===== config.mk =====
export PLATFORM = sky130hd
export DESIGN_NAME = sparse_polynomial_multiply
export DESIGN_NICKNAME = d
export VERILOG_FILES = /design/src/rtl/spm_pkg.sv /design/src/rtl/spm_ram.sv /design/src/rtl/sparse_polynomial_multiply.sv
export SDC_FILE = /design/constraint.sdc
export NUM_CORES = 2
export LEC_CHECK = 0
export CORE_ASPECT_RATIO = 1.5
export CORE_UTILIZATION = 55
export CTS_CLUSTER_SIZE = 10
export DETAILED_ROUTE_END_ITERATION = 16
export DONT_BUFFER_PORTS = 1
export PLACE_DENSITY = 0.8
export SETUP_SLACK_MARGIN = 0.15
export SLEW_MARGIN = 10
export SYNTH_ARGS = -nofsm -noshare
export SYNTH_HDL_FRONTEND = slang
export SYNTH_HIERARCHICAL = 1
export SYNTH_SLANG_ARGS = --single-unit
export TNS_END_PERCENT = 100

===== constraint.sdc =====
create_clock -name clk -period 13.2 [get_ports clk]
set_input_delay 0.66 -clock clk [delete_from_list [all_inputs] [get_ports clk]]
set_output_delay 0.66 -clock clk [all_outputs]
set_load 0.1 [all_outputs]

===== src/rtl/spm_pkg.sv =====
// Package: constants, codes and types for the sparse polynomial multiplier.
package spm_pkg;

    localparam int TERMS      = 8;
    localparam int TIDX_W     = $clog2(TERMS);
    localparam int TCNT_W     = $clog2(TERMS + 1);
    localparam int PDEPTH     = TERMS * TERMS;
    localparam int PIDX_W     = (PDEPTH > 1) ? $clog2(PDEPTH) : 1;
    localparam int PCNT_W     = $clog2(PDEPTH + 1);
    localparam int COEF_W     = 32;
    localparam int POW_W      = 8;
    localparam int PPOW_W     = 9;
    localparam int TERM_W     = COEF_W + POW_W;
    localparam int PTERM_W    = COEF_W + PPOW_W;

    typedef enum logic [1:0] {
        OP_ADD_FIRST  = 2'd0,
        OP_ADD_SECOND = 2'd1,
        OP_PRODUCT    = 2'd2,
        OP_CLEAR      = 2'd3
    } op_t;

    typedef enum logic [2:0] {
        ST_APPENDED = 3'd0,
        ST_MERGED   = 3'd1,
        ST_DROPPED  = 3'd2,
        ST_TERM     = 3'd3,
        ST_EMPTY    = 3'd4,
        ST_CLEARED  = 3'd5
    } status_t;

    // Sequencer states, one-hot
    typedef enum logic [9:0] {
        S_IDLE   = 10'b0000000001,
        S_SCAN   = 10'b0000000010,  // search a table for a power
        S_ADDWR  = 10'b0000000100,  // write merged/appended term
        S_PRD    = 10'b0000001000,  // read pair operands
        S_MUL    = 10'b0000010000,  // multiply
        S_PSCAN  = 10'b0000100000,  // search product table
        S_PWR    = 10'b0001000000,  // write product entry
        S_EMIT   = 10'b0010000000,  // read product entry for output
        S_EMITW  = 10'b0100000000,  // product word waits for output slot
        S_RESP   = 10'b1000000000   // single-word response
    } state_t;

endpackage


===== src/rtl/spm_ram.sv =====
// Generic single-port synchronous RAM with registered read.
module spm_ram #(
    parameter int WIDTH = 8,
    parameter int DEPTH = 8
) (
    input  logic                     clk,
    input  logic                     we,
    input  logic [$clog2(DEPTH)-1:0] addr,
    input  logic [WIDTH-1:0]         wdata,
    output logic [WIDTH-1:0]         rdata
);

    logic [WIDTH-1:0] mem [DEPTH];

    always_ff @(posedge clk)
    begin
        if (we)
        begin
            mem[addr] <= wdata;
        end
        rdata <= mem[addr];
    end

endmodule


===== src/rtl/sparse_polynomial_multiply.sv =====
// Sparse polynomial multiplier: term tables in RAM with a read-modify-write sequencer.
// Add term: one pass over the stored terms, then a write of the merged or appended term.
// Product: for each pair, read, multiply, product-table search and write; then each stored
// product term is read and emitted as one word. The single-port RAM reads set the rate.
// One word in flight at a time.
// rst_n clears counts and control asynchronously; RAM contents are not cleared.
module sparse_polynomial_multiply (
    input  logic        clk,
    input  logic        rst_n,
    input  logic        s_tvalid,
    output logic        s_tready,
    input  logic [47:0] s_tdata,   // op[1:0], coefficient[33:2], power[41:34], zero pad
    output logic        m_tvalid,
    input  logic        m_tready,
    output logic [47:0] m_tdata,   // status[2:0], coefficient_out[34:3], power_out[43:35], pad
    output logic        m_tlast    // last
);
    import spm_pkg::*;

    state_t state_reg, state_next;

    logic [TCNT_W-1:0] na_reg, nb_reg;
    logic [PCNT_W-1:0] np_reg;
    logic              tsel_reg;                 // 0 first table, 1 second
    logic [COEF_W-1:0] cin_reg;
    logic [POW_W-1:0]  pin_reg;
    logic [TIDX_W-1:0] i_reg, j_reg;
    logic [PCNT_W-1:0] k_reg;
    logic [COEF_W-1:0] pc_reg;
    logic [PPOW_W-1:0] pp_reg;
    logic              rd_pend_reg;              // RAM read data valid this cycle
    logic              merge_reg;
    logic [2:0]        rsp_st_reg;               // status for the single-word response

    // output register
    logic              ov_reg;
    logic [2:0]        ost_reg;
    logic [COEF_W-1:0] oc_reg;
    logic [PPOW_W-1:0] op_reg;
    logic              ol_reg;

    // RAM ports
    logic              a_we, b_we, p_we;
    logic [TIDX_W-1:0] a_addr, b_addr;
    logic [PIDX_W-1:0] p_addr;
    logic [TERM_W-1:0] a_wd, b_wd, a_rd, b_rd;
    logic [PTERM_W-1:0] p_wd, p_rd;

    spm_ram #(.WIDTH(TERM_W), .DEPTH(TERMS)) u_ram_a (
        .clk(clk), .we(a_we), .addr(a_addr), .wdata(a_wd), .rdata(a_rd));
    spm_ram #(.WIDTH(TERM_W), .DEPTH(TERMS)) u_ram_b (
        .clk(clk), .we(b_we), .addr(b_addr), .wdata(b_wd), .rdata(b_rd));
    spm_ram #(.WIDTH(PTERM_W), .DEPTH(PDEPTH)) u_ram_p (
        .clk(clk), .we(p_we), .addr(p_addr), .wdata(p_wd), .rdata(p_rd));

    logic out_free;
    assign out_free = !ov_reg || m_tready;
    assign s_tready = (state_reg == S_IDLE);
    assign m_tvalid = ov_reg;
    assign m_tlast  = ol_reg;
    assign m_tdata  = {4'd0, op_reg, oc_reg, ost_reg};

    logic [TCNT_W-1:0] ncur;
    logic [TERM_W-1:0] tcur;
    assign ncur = tsel_reg ? nb_reg : na_reg;
    assign tcur = tsel_reg ? b_rd : a_rd;

    logic [COEF_W-1:0] prod;
    assign prod = a_rd[COEF_W-1:0] * b_rd[COEF_W-1:0];

    logic [PPOW_W-1:0] psum;
    assign psum = {1'b0, a_rd[TERM_W-1:COEF_W]} + {1'b0, b_rd[TERM_W-1:COEF_W]};

    // control and datapath
    always_comb
    begin
        a_we = 1'b0; b_we = 1'b0; p_we = 1'b0;
        a_addr = i_reg; b_addr = j_reg; p_addr = k_reg[PIDX_W-1:0];
        a_wd = '0; b_wd = '0; p_wd = {pp_reg, pc_reg};
        if (state_reg == S_SCAN || state_reg == S_ADDWR)
        begin
            a_addr = i_reg; b_addr = i_reg;
        end
        if (state_reg == S_ADDWR)
        begin
            // cin_reg already holds the merged sum on a merge
            a_we = !tsel_reg; b_we = tsel_reg;
            a_wd = {pin_reg, cin_reg};
            b_wd = {pin_reg, cin_reg};
        end
        if (state_reg == S_PWR)
        begin
            p_we = 1'b1;
        end
    end

    logic [TCNT_W-1:0] na_next, nb_next;
    logic [PCNT_W-1:0] np_next, k_next;
    logic [TIDX_W-1:0] i_next, j_next;
    logic              ov_next, ol_next, merge_next, rd_pend_next, tsel_next;
    logic [2:0]        ost_next, rsp_st_next;
    logic [COEF_W-1:0] oc_next, pc_next, cin_next;
    logic [PPOW_W-1:0] op_next, pp_next;
    logic [POW_W-1:0]  pin_next;

    always_comb
    begin
        state_next = state_reg;
        na_next = na_reg; nb_next = nb_reg; np_next = np_reg;
        i_next = i_reg; j_next = j_reg; k_next = k_reg;
        ov_next = ov_reg && !m_tready;
        ost_next = ost_reg; oc_next = oc_reg; op_next = op_reg; ol_next = ol_reg;
        rsp_st_next = rsp_st_reg;
        merge_next = merge_reg; rd_pend_next = 1'b0; tsel_next = tsel_reg;
        pc_next = pc_reg; pp_next = pp_reg; cin_next = cin_reg; pin_next = pin_reg;
        unique case (state_reg)
            S_IDLE:
            begin
                if (s_tvalid)
                begin
                    cin_next = s_tdata[33:2];
                    pin_next = s_tdata[41:34];
                    i_next = '0; j_next = '0; k_next = '0;
                    merge_next = 1'b0;
                    unique case (op_t'(s_tdata[1:0]))
                        OP_ADD_FIRST, OP_ADD_SECOND:
                        begin
                            tsel_next = s_tdata[0];
                            state_next = S_SCAN;
                        end
                        OP_CLEAR:
                        begin
                            na_next = '0; nb_next = '0; np_next = '0;
                            rsp_st_next = ST_CLEARED;
                            state_next = S_RESP;
                        end
                        OP_PRODUCT:
                        begin
                            np_next = '0;
                            if (na_reg == '0 || nb_reg == '0)
                            begin
                                rsp_st_next = ST_EMPTY;
                                state_next = S_RESP;
                            end
                            else
                            begin
                                state_next = S_PRD;
                            end
                        end
                        default: state_next = S_IDLE;
                    endcase
                end
            end
            S_SCAN:
            begin
                // rd_pend_reg: data for i_reg-1 is on the RAM output
                if (rd_pend_reg && tcur[TERM_W-1:COEF_W] == pin_reg)
                begin
                    merge_next = 1'b1;
                    cin_next = tcur[COEF_W-1:0] + cin_reg;
                    i_next = i_reg - 1'b1;
                    state_next = S_ADDWR;
                end
                else if ((!rd_pend_reg && ncur == '0) ||
                         (rd_pend_reg && ({1'b0, i_reg} == ncur ||
                                          (i_reg == '0 && ncur == TCNT_W'(TERMS)))))
                begin
                    // searched every stored term
                    if (ncur == TCNT_W'(TERMS))
                    begin
                        rsp_st_next = ST_DROPPED;
                        state_next = S_RESP;
                    end
                    else
                    begin
                        i_next = ncur[TIDX_W-1:0];
                        state_next = S_ADDWR;
                    end
                end
                else
                begin
                    i_next = i_reg + 1'b1;
                    rd_pend_next = 1'b1;
                end
            end
            S_ADDWR:
            begin
                if (merge_reg)
                begin
                    rsp_st_next = ST_MERGED;
                end
                else
                begin
                    rsp_st_next = ST_APPENDED;
                    if (tsel_reg) nb_next = nb_reg + 1'b1;
                    else na_next = na_reg + 1'b1;
                end
                state_next = S_RESP;
            end
            S_PRD:
            begin
                state_next = S_MUL;
            end
            S_MUL:
            begin
                pc_next = prod;
                pp_next = psum;
                k_next = '0;
                merge_next = 1'b0;
                state_next = S_PSCAN;
            end
            S_PSCAN:
            begin
                if (rd_pend_reg && p_rd[PTERM_W-1:COEF_W] == pp_reg)
                begin
                    merge_next = 1'b1;
                    pc_next = p_rd[COEF_W-1:0] + pc_reg;
                    k_next = k_reg - 1'b1;
                    state_next = S_PWR;
                end
                else if (k_reg == np_reg)
                begin
                    state_next = S_PWR;
                end
                else
                begin
                    k_next = k_reg + 1'b1;
                    rd_pend_next = 1'b1;
                end
            end
            S_PWR:
            begin
                if (!merge_reg) np_next = np_reg + 1'b1;
                if ({1'b0, j_reg} == nb_reg - 1'b1)
                begin
                    j_next = '0;
                    if ({1'b0, i_reg} == na_reg - 1'b1)
                    begin
                        k_next = '0;
                        state_next = S_EMIT;
                    end
                    else
                    begin
                        i_next = i_reg + 1'b1;
                        state_next = S_PRD;
                    end
                end
                else
                begin
                    j_next = j_reg + 1'b1;
                    state_next = S_PRD;
                end
            end
            S_EMIT:
            begin
                state_next = S_EMITW;
            end
            S_EMITW:
            begin
                if (out_free)
                begin
                    ov_next = 1'b1;
                    ost_next = ST_TERM;
                    oc_next = p_rd[COEF_W-1:0];
                    op_next = p_rd[PTERM_W-1:COEF_W];
                    ol_next = (k_reg + 1'b1 == np_reg);
                    k_next = k_reg + 1'b1;
                    state_next = (k_reg + 1'b1 == np_reg) ? S_IDLE : S_EMIT;
                end
            end
            S_RESP:
            begin
                if (out_free)
                begin
                    ov_next = 1'b1;
                    ost_next = rsp_st_reg;
                    oc_next = '0; op_next = '0; ol_next = 1'b1;
                    state_next = S_IDLE;
                end
            end
            default: state_next = S_IDLE;
        endcase
    end

    always_ff @(posedge clk or negedge rst_n)
    begin
        if (!rst_n)
        begin
            state_reg <= S_IDLE;
            na_reg <= '0; nb_reg <= '0; np_reg <= '0;
            ov_reg <= 1'b0;
            rd_pend_reg <= 1'b0;
        end
        else
        begin
            state_reg <= state_next;
            na_reg <= na_next; nb_reg <= nb_next; np_reg <= np_next;
            ov_reg <= ov_next;
            rd_pend_reg <= rd_pend_next;
        end
    end

    always_ff @(posedge clk)
    begin
        i_reg <= i_next; j_reg <= j_next; k_reg <= k_next;
        ost_reg <= ost_next; oc_reg <= oc_next; op_reg <= op_next; ol_reg <= ol_next;
        rsp_st_reg <= rsp_st_next;
        merge_reg <= merge_next; tsel_reg <= tsel_next;
        pc_reg <= pc_next; pp_reg <= pp_next; cin_reg <= cin_next; pin_reg <= pin_next;
    end

    // table counts never exceed capacity
    a_cnt: assert property (@(posedge clk) disable iff (!rst_n)
        na_reg <= TCNT_W'(TERMS) && nb_reg <= TCNT_W'(TERMS))
        else $error("term count overflow");
    // product count bounded by the product table depth
    a_pcnt: assert property (@(posedge clk) disable iff (!rst_n)
        np_reg <= PCNT_W'(PDEPTH))
        else $error("product count overflow");
    // no new input while a word is being produced
    a_busy: assert property (@(posedge clk) disable iff (!rst_n)
        (state_reg != S_IDLE) |-> !s_tready)
        else $error("ready while busy");
    // a clear empties both term tables
    a_clr: assert property (@(posedge clk) disable iff (!rst_n)
        (s_tvalid && s_tready && s_tdata[1:0] == OP_CLEAR) |=> (na_reg == '0 && nb_reg == '0))
        else $error("clear failed");

endmodule

# Yosys cells after proc, flatten, opt, wreduce, memory -nomap -nowiden

Memories as Yosys holds them, arrays and structs flattened. A register that Yosys moved wholly into a read port is not among the register bits.
Index checks and enable logic that the tools add are counted.

Bits in registers: 171
Memories: 3
Memory bits (writable): 3264
Word-level logic and storage cells: 218

Memories:

| memory      | words | width | read ports | clocked after memory_dff | wr ports | line          | RTL |
|---|---|---|---|---|---|---|---|
| u_ram_p.mem | 64    | 41    | 1          | 1                        | 1        | spm_ram.sv:13 | `logic [WIDTH-1:0] mem [DEPTH];` |
| u_ram_a.mem | 8     | 40    | 1          | 1                        | 1        | spm_ram.sv:13 |  |
| u_ram_b.mem | 8     | 40    | 1          | 1                        | 1        | spm_ram.sv:13 |  |

Add/subtract/negate cells: 13
Multiply operators: 1
Equality and inequality tests: 44
Mux-type cells: 91
Reduce and logical (&&, ||, !) cells: 46

Operators by type and width:

| kind                  | count |
|---|---|
| $pmux W32 S2          | 3 |
| $mux W32              | 5 |
| $mux W10              | 10 |
| $pmux W10 S10         | 1 |
| $mux W40              | 2 |
| $add A32 B32 Y32      | 2 |
| $mux W7               | 9 |
| $mux W3               | 15 |
| $pmux W7 S5           | 1 |
| $mul A32 B32 Y32      | 1 |
| $pmux W10 S3          | 1 |
| $mux W4               | 7 |
| $ne A2 B2 Y1 const B  | 11 |
| $mux W1               | 21 |
| $reduce_and A5 Y1     | 4 |
| $mux W9               | 2 |
| $pmux W3 S2           | 3 |
| $pmux W3 S3           | 2 |
| $pmux W9 S2           | 1 |
| $mux W8               | 2 |
| $pmux W4 S2           | 2 |
| $add A7 B1 Y7 const B | 2 |
| $eq A7 B7 Y1          | 2 |
| $pmux W7 S2           | 1 |
| 44 further kinds      | 85 |

# Depth between registers and ports, before layout

Depth in word-level cells: 9
Mapped depth: 28
Gate-level depth less buffers: 26

# Modules after synthesis

Netlist, hierarchy kept.

By module, submodules not included:

| module                     | sequential area each (um^2) | times used | cells each | area each (um^2) |
|---|---|---|---|---|
| spm_ram (u_ram_p)          | 79616.4                     | 1          | 5479       | 99500.4 |
| sparse_polynomial_multiply | 5001.0                      | 1          | 2966       | 27666.5 |
| spm_ram (u_ram_a ...)      | 10410.0                     | 2          | 706        | 13193.9 |

# Worst setup path after synthesis

No wires, ideal clock.

Kind: register -> register
Start point: register u_ram_a.rdata[14], read port of u_ram_a.mem
End point: register pc_reg[31] (data pin)
Arrival: 6.677 ns
Slack: 6.249 ns
Library setup time: 0.274 ns
Required time: 12.926 ns
Stages on the path, launching flop included: 25
Clock period less this slack: 6.951 ns
Path through: dfxtp_1 clkbuf_1 clkbuf_1 and2_1 fa_1 fa_1 fa_1 inv_1 fa_1 inv_1 fa_1 fa_1 fa_1 fa_1 ha_1 a21o_1 a21o_1 a221oi_1 nand2_1 a31o_1 nand3_1 a21oi_1 o21ai_0 mux2i_1 a221oi_1

Longest elaborated chain between the ends: 2

Ends and longest elaborated chain:

| element              | line                              | RTL |
|---|---|---|
| from (decl)          | spm_ram.sv:10                     | `output logic [WIDTH-1:0] rdata` |
| $mul A32 B32 Y32     | sparse_polynomial_multiply.sv:69  | `assign prod = a_rd[COEF_W-1:0] * b_rd[COEF_W-1:0];` |
| $pmux W32 S2         | sparse_polynomial_multiply.sv:116 | `unique case (state_reg)` |
| via pc_next[31]      | sparse_polynomial_multiply.sv:102 | `logic [COEF_W-1:0] oc_next, pc_next, cin_next;` |
| to (signal assigned) | sparse_polynomial_multiply.sv:309 | `pc_reg <= pc_next; pp_reg <= pp_next; cin_reg <= cin_next; pin_reg <= pin_next;` |
| to (decl)            | sparse_polynomial_multiply.sv:29  | `logic [COEF_W-1:0] pc_reg;` |

The timed path passes the listed nets, and every way through them passes these cells.
A chain may end at the register's enable or synchronous reset.

# Worst setup path after layout

Start point: register u_ram_b.rdata[11], read port of u_ram_b.mem
End point: register pc_reg[31] (data pin)

Longest elaborated chain between the ends: 2

Ends and longest elaborated chain:

| element          | line |
|---|---|
| from (decl)      | spm_ram.sv:10 |
| $mul A32 B32 Y32 | sparse_polynomial_multiply.sv:69 |
| $pmux W32 S2     | sparse_polynomial_multiply.sv:116 |
| via pc_next[31]  | sparse_polynomial_multiply.sv:102 |

The timed path passes the listed nets, and every way through them passes these cells.

==> results.py <==
metrics = {
    "status": {
        "status": "finished, final reports clean",
    },
    "hold_path": {
        "min_from": "s_tdata[32]",
        "whs_path_depth": 2,
        "holdPathEnd": "cin_reg[30]$_DFFE_PP_",
        "hold_class": "in -> reg",
    },
    "yosys": {
        "synth_commonest_cells": "3,408 x edfxtp_1, 653 x a221oi_1, 499 x nand2_1",
        "synth_seq_area_share_pct": 68.7,
        "ys_seq_elements": 3556,
        "netlist_instances": 9857,
        "yosysTopAreaCellShare_pct": 66.6,
        "synth_ff_type": "edfxtp_1",
        "syn_area_sq_um": 154000,
        "yosys_warnings": 6,
        "yosysUniqueCellTypes": 94,
        "synth-edff-count": 3408,
        "syn_avg_cell_area_sq_um": 15.6,
        "yosys-top-cells-area": "edfxtp_1 67%, fa_1 5.4%, a221oi_1 3.7%",
        "yosysTopAreaCell": "edfxtp_1",
        "synth_most_common_cell": "edfxtp_1",
        "ys_async_sr_fraction_pct": 0.759,
    },
    "clock_tree": {
        "clockBufferDepth": 4,
        "clk_pin_slew_ns": 0.06,
        "clock_latency_ns": 0.99,
        "cts_resized": 0,
        "tritoncts": "yes",
        "cts_buffers": 400,
        "root_buffer": "clkbuf_16",
        "cts.sinks": 3556,
        "htreeDepth": 5,
    },
    "worst_setup_path": {
        "reg2reg_from": "u_ram_b/rdata[11]$_DFF_P_",
        "critPathMaxFanout": 22,
        "end_kind": "flop",
        "rrSetupSlack_ns": 5.52,
        "crit_required_ns": 13.91,
        "rr_worst_depth": 21,
        "rr_endpoint": "pc_reg[31]$_DFFE_PP_",
        "startpoint_type": "flop",
        "worst-setup-path-type": "reg -> reg",
        "arrival_ns": 8.38,
    },
    "global_route": {
        "grt_max_degree": 136,
        "antenna_found_initial": 42,
        "track_usage_pct": 33.7,
        "grt_pass1_vias": 99461,
        "grt_remaining_overflow": 0,
        "grt_pass1_wl_um": 680000,
    },
    "sta": {
        "rsz0062_at_grt": "no",
        "tightest_slew_ns": 1.42,
        "finalHoldViolCount": 0,
        "setup_viol": 0,
        "fin_skew_ns": 0.109,
        "final.min_clock_period_ns": 7.68,
        "relSlewSlack_pct": 4.31,
        "finalMaxSlewViolations": 0,
        "setup_tns_ns": 0,
        "fin_ws_ns": 5.52,
        "min_period_over_period_pct": 58.2,
        "fmax_mhz": 130,
    },
    "floorplan": {
        "dieArea_sq_um": 281000,
        "die-width_um": 433,
        "initial_core_util_pct": 55.3,
        "row_count": 237,
        "io_pins": 103,
        "die_y_um": 649,
        "core_sq_um": 278000,
    },
    "route": {
        "drt_iter0_drc": 16394,
        "ant_nets": 0,
        "detail_route.wl_per_cell_um": 34.4,
        "dr.pass1.iters": 10,
        "vias": 98667,
        "vias_per_cell": 7.06,
        "drc": 0,
        "drt-total-wl_um": 481000,
    },
    "layout": {
        "instances_no_fill": 13967,
        "reg_top3": "u_ram_p/mem (2624), u_ram_a/mem (320), u_ram_b/mem (320)",
        "largest_register_ffs": 2624,
        "max_flop_register": "u_ram_p/mem",
        "synthToLayoutAreaGrowth_pct": 10.9,
        "seqCellArea_sq_um": 105000,
        "drive_above_1_share_pct": 11.6,
        "multi_input_area_sq_um": 44400,
        "fin_nets": 10611,
        "fillers": 18870,
    },
    "placed_design": {
        "io_buffers": 0,
        "dp_hpwl_um": 275000,
        "pre_cts_slack_ns": 5.71,
        "dp_cells": 13204,
        "routabilityCongestion": 0.929,
    },
    "pwr": {
        "p_leak_nw": 57.0,
        "power_mw": 42.3,
        "irDropWorstVdd_v": 0.000488,
        "pwr_density_cell_nw_per_um2": 248,
    },
    "run": {
        "maxCapViolCount": 0,
    },
}
[power breakdown]
part | leakage [nW] | switching (mW) | internal (mW)
registers | 32.2 | 0.667 | 12.9
clock network | 5.44 | 4.32 | 5.70
logic | 19.4 | 11.8 | 6.91
[cells by family after synthesis]
| group | Yosys count | synth area share (%) |
|---|---|---|
| adders and majority gates | 615 | 7.02 |
| AOI/OAI and AO/OA | 2215 | 10.7 |
| DFF | 3556 | 68.7 |
| buffers and inverters | 1067 | 2.91 |
| other | 1 | 0.00244 |
| muxes | 555 | 4.32 |
| and+or+nand+nor | 1651 | 5.28 |
| xor gates and xnor gates | 197 | 1.12 |
[how the worst max path moves through the flow]
stage | from | slack [ns] | to | cells past startpoint
2_1_floorplan | u_ram_a/rdata[14]$_DFF_P_ | 6.25 | pc_reg[31]$_DFFE_PP_ | 24
3_3_place_gp | u_ram_b/rdata[11]$_DFF_P_ | 5.70 | pc_reg[31]$_DFFE_PP_ | 21
3_5_place_dp | u_ram_a/rdata[17]$_DFF_P_ | 5.71 | pc_reg[31]$_DFFE_PP_ | 22
4_1_cts | u_ram_a/rdata[14]$_DFF_P_ | 5.69 | pc_reg[31]$_DFFE_PP_ | 25
5_1_grt | u_ram_b/rdata[11]$_DFF_P_ | 5.21 | pc_reg[31]$_DFFE_PP_ | 21
6_report | u_ram_b/rdata[11]$_DFF_P_ | 5.52 | pc_reg[31]$_DFFE_PP_ | 21
[layout make-up]
class	instances	area share, %
timing repair buffer	326	1.59
inverter	423	0.940
clock buffer	658	6.50
sequential	3556	61.9
multi-input combinational	5237	26.1
tap	3704	2.72
clock inverter	22	0.211
antenna	41	0.0602
[per-stage QoR]
step | util, % | instance area (sq um) | hold WS, ns
3_5_place_dp | 57.0 | 158000 | 0.372
3_3_place_gp | 57.0 | 158000 | 0.372
6_report | 61.3 | 170000 | 0.0458
2_1_floorplan | - | 154000 | 0.364
4_1_cts | 61.3 | 170000 | 0.00109
5_1_grt | 61.3 | 170000 | 0.0207
[per-layer routing]
metal / track usage [%] / up-vias / wire, um
met3: 9.51 / 2686 / 69300
met5: 0 / - / 184
met1: 37.6 / 47929 / 139000
met4: 28.5 / 22 / 51300
met2: 53.4 / 9502 / 221000
li1: - / 38528 / -
[critical path: stages (launching register included)]
cell	delay [ns]
dfxtp_1	1.14
nand2_1	0.20
fa_1	0.57
inv_1	0.05
fa_1	0.49
fa_1	0.56
inv_1	0.06
fa_1	0.50
fa_1	0.47
fa_1	0.53
fa_1	0.44
fa_1	0.41
xnor2_1	0.15
xnor2_1	0.20
xnor2_1	0.16
xnor2_1	0.15
xnor2_1	0.16
xnor2_1	0.12
xnor2_1	0.52
nor3_1	0.12
o31a_1	0.27
a221oi_1	0.20
[cells in the final DEF (no fill, tap or decap), types with 39 or more instances in the layout]
cell type,n
fa_1,411
inv_1,418
o22ai_1,234
nor2_4,77
a211oi_2,41
a221oi_1,653
mux2_2,222
and2_1,399
dlygate4sd3_1,40
xor2_1,67
a21oi_1,203
mux4_2,64
o21ai_1,74
buf_4,273
nand3_1,39
a21o_1,39
edfxtp_1,3408
clkbuf_16,404
clkbuf_1,253
dfxtp_1,120
nor2_1,318
nand2_1,494
o21ai_0,228
a22oi_1,431
mux2i_1,268
ha_1,204
nor3_1,82
xnor2_1,130
diode_2,41
[what timing repair did]
item / CTS / global route
hold endpoints to repair: 67 / 0
hold buffers: 41 / 0
setup buffers: 0 / 0
setup endpoints to repair: 0 / 0
No activity file was read; power rests on OpenSTA's default activity.
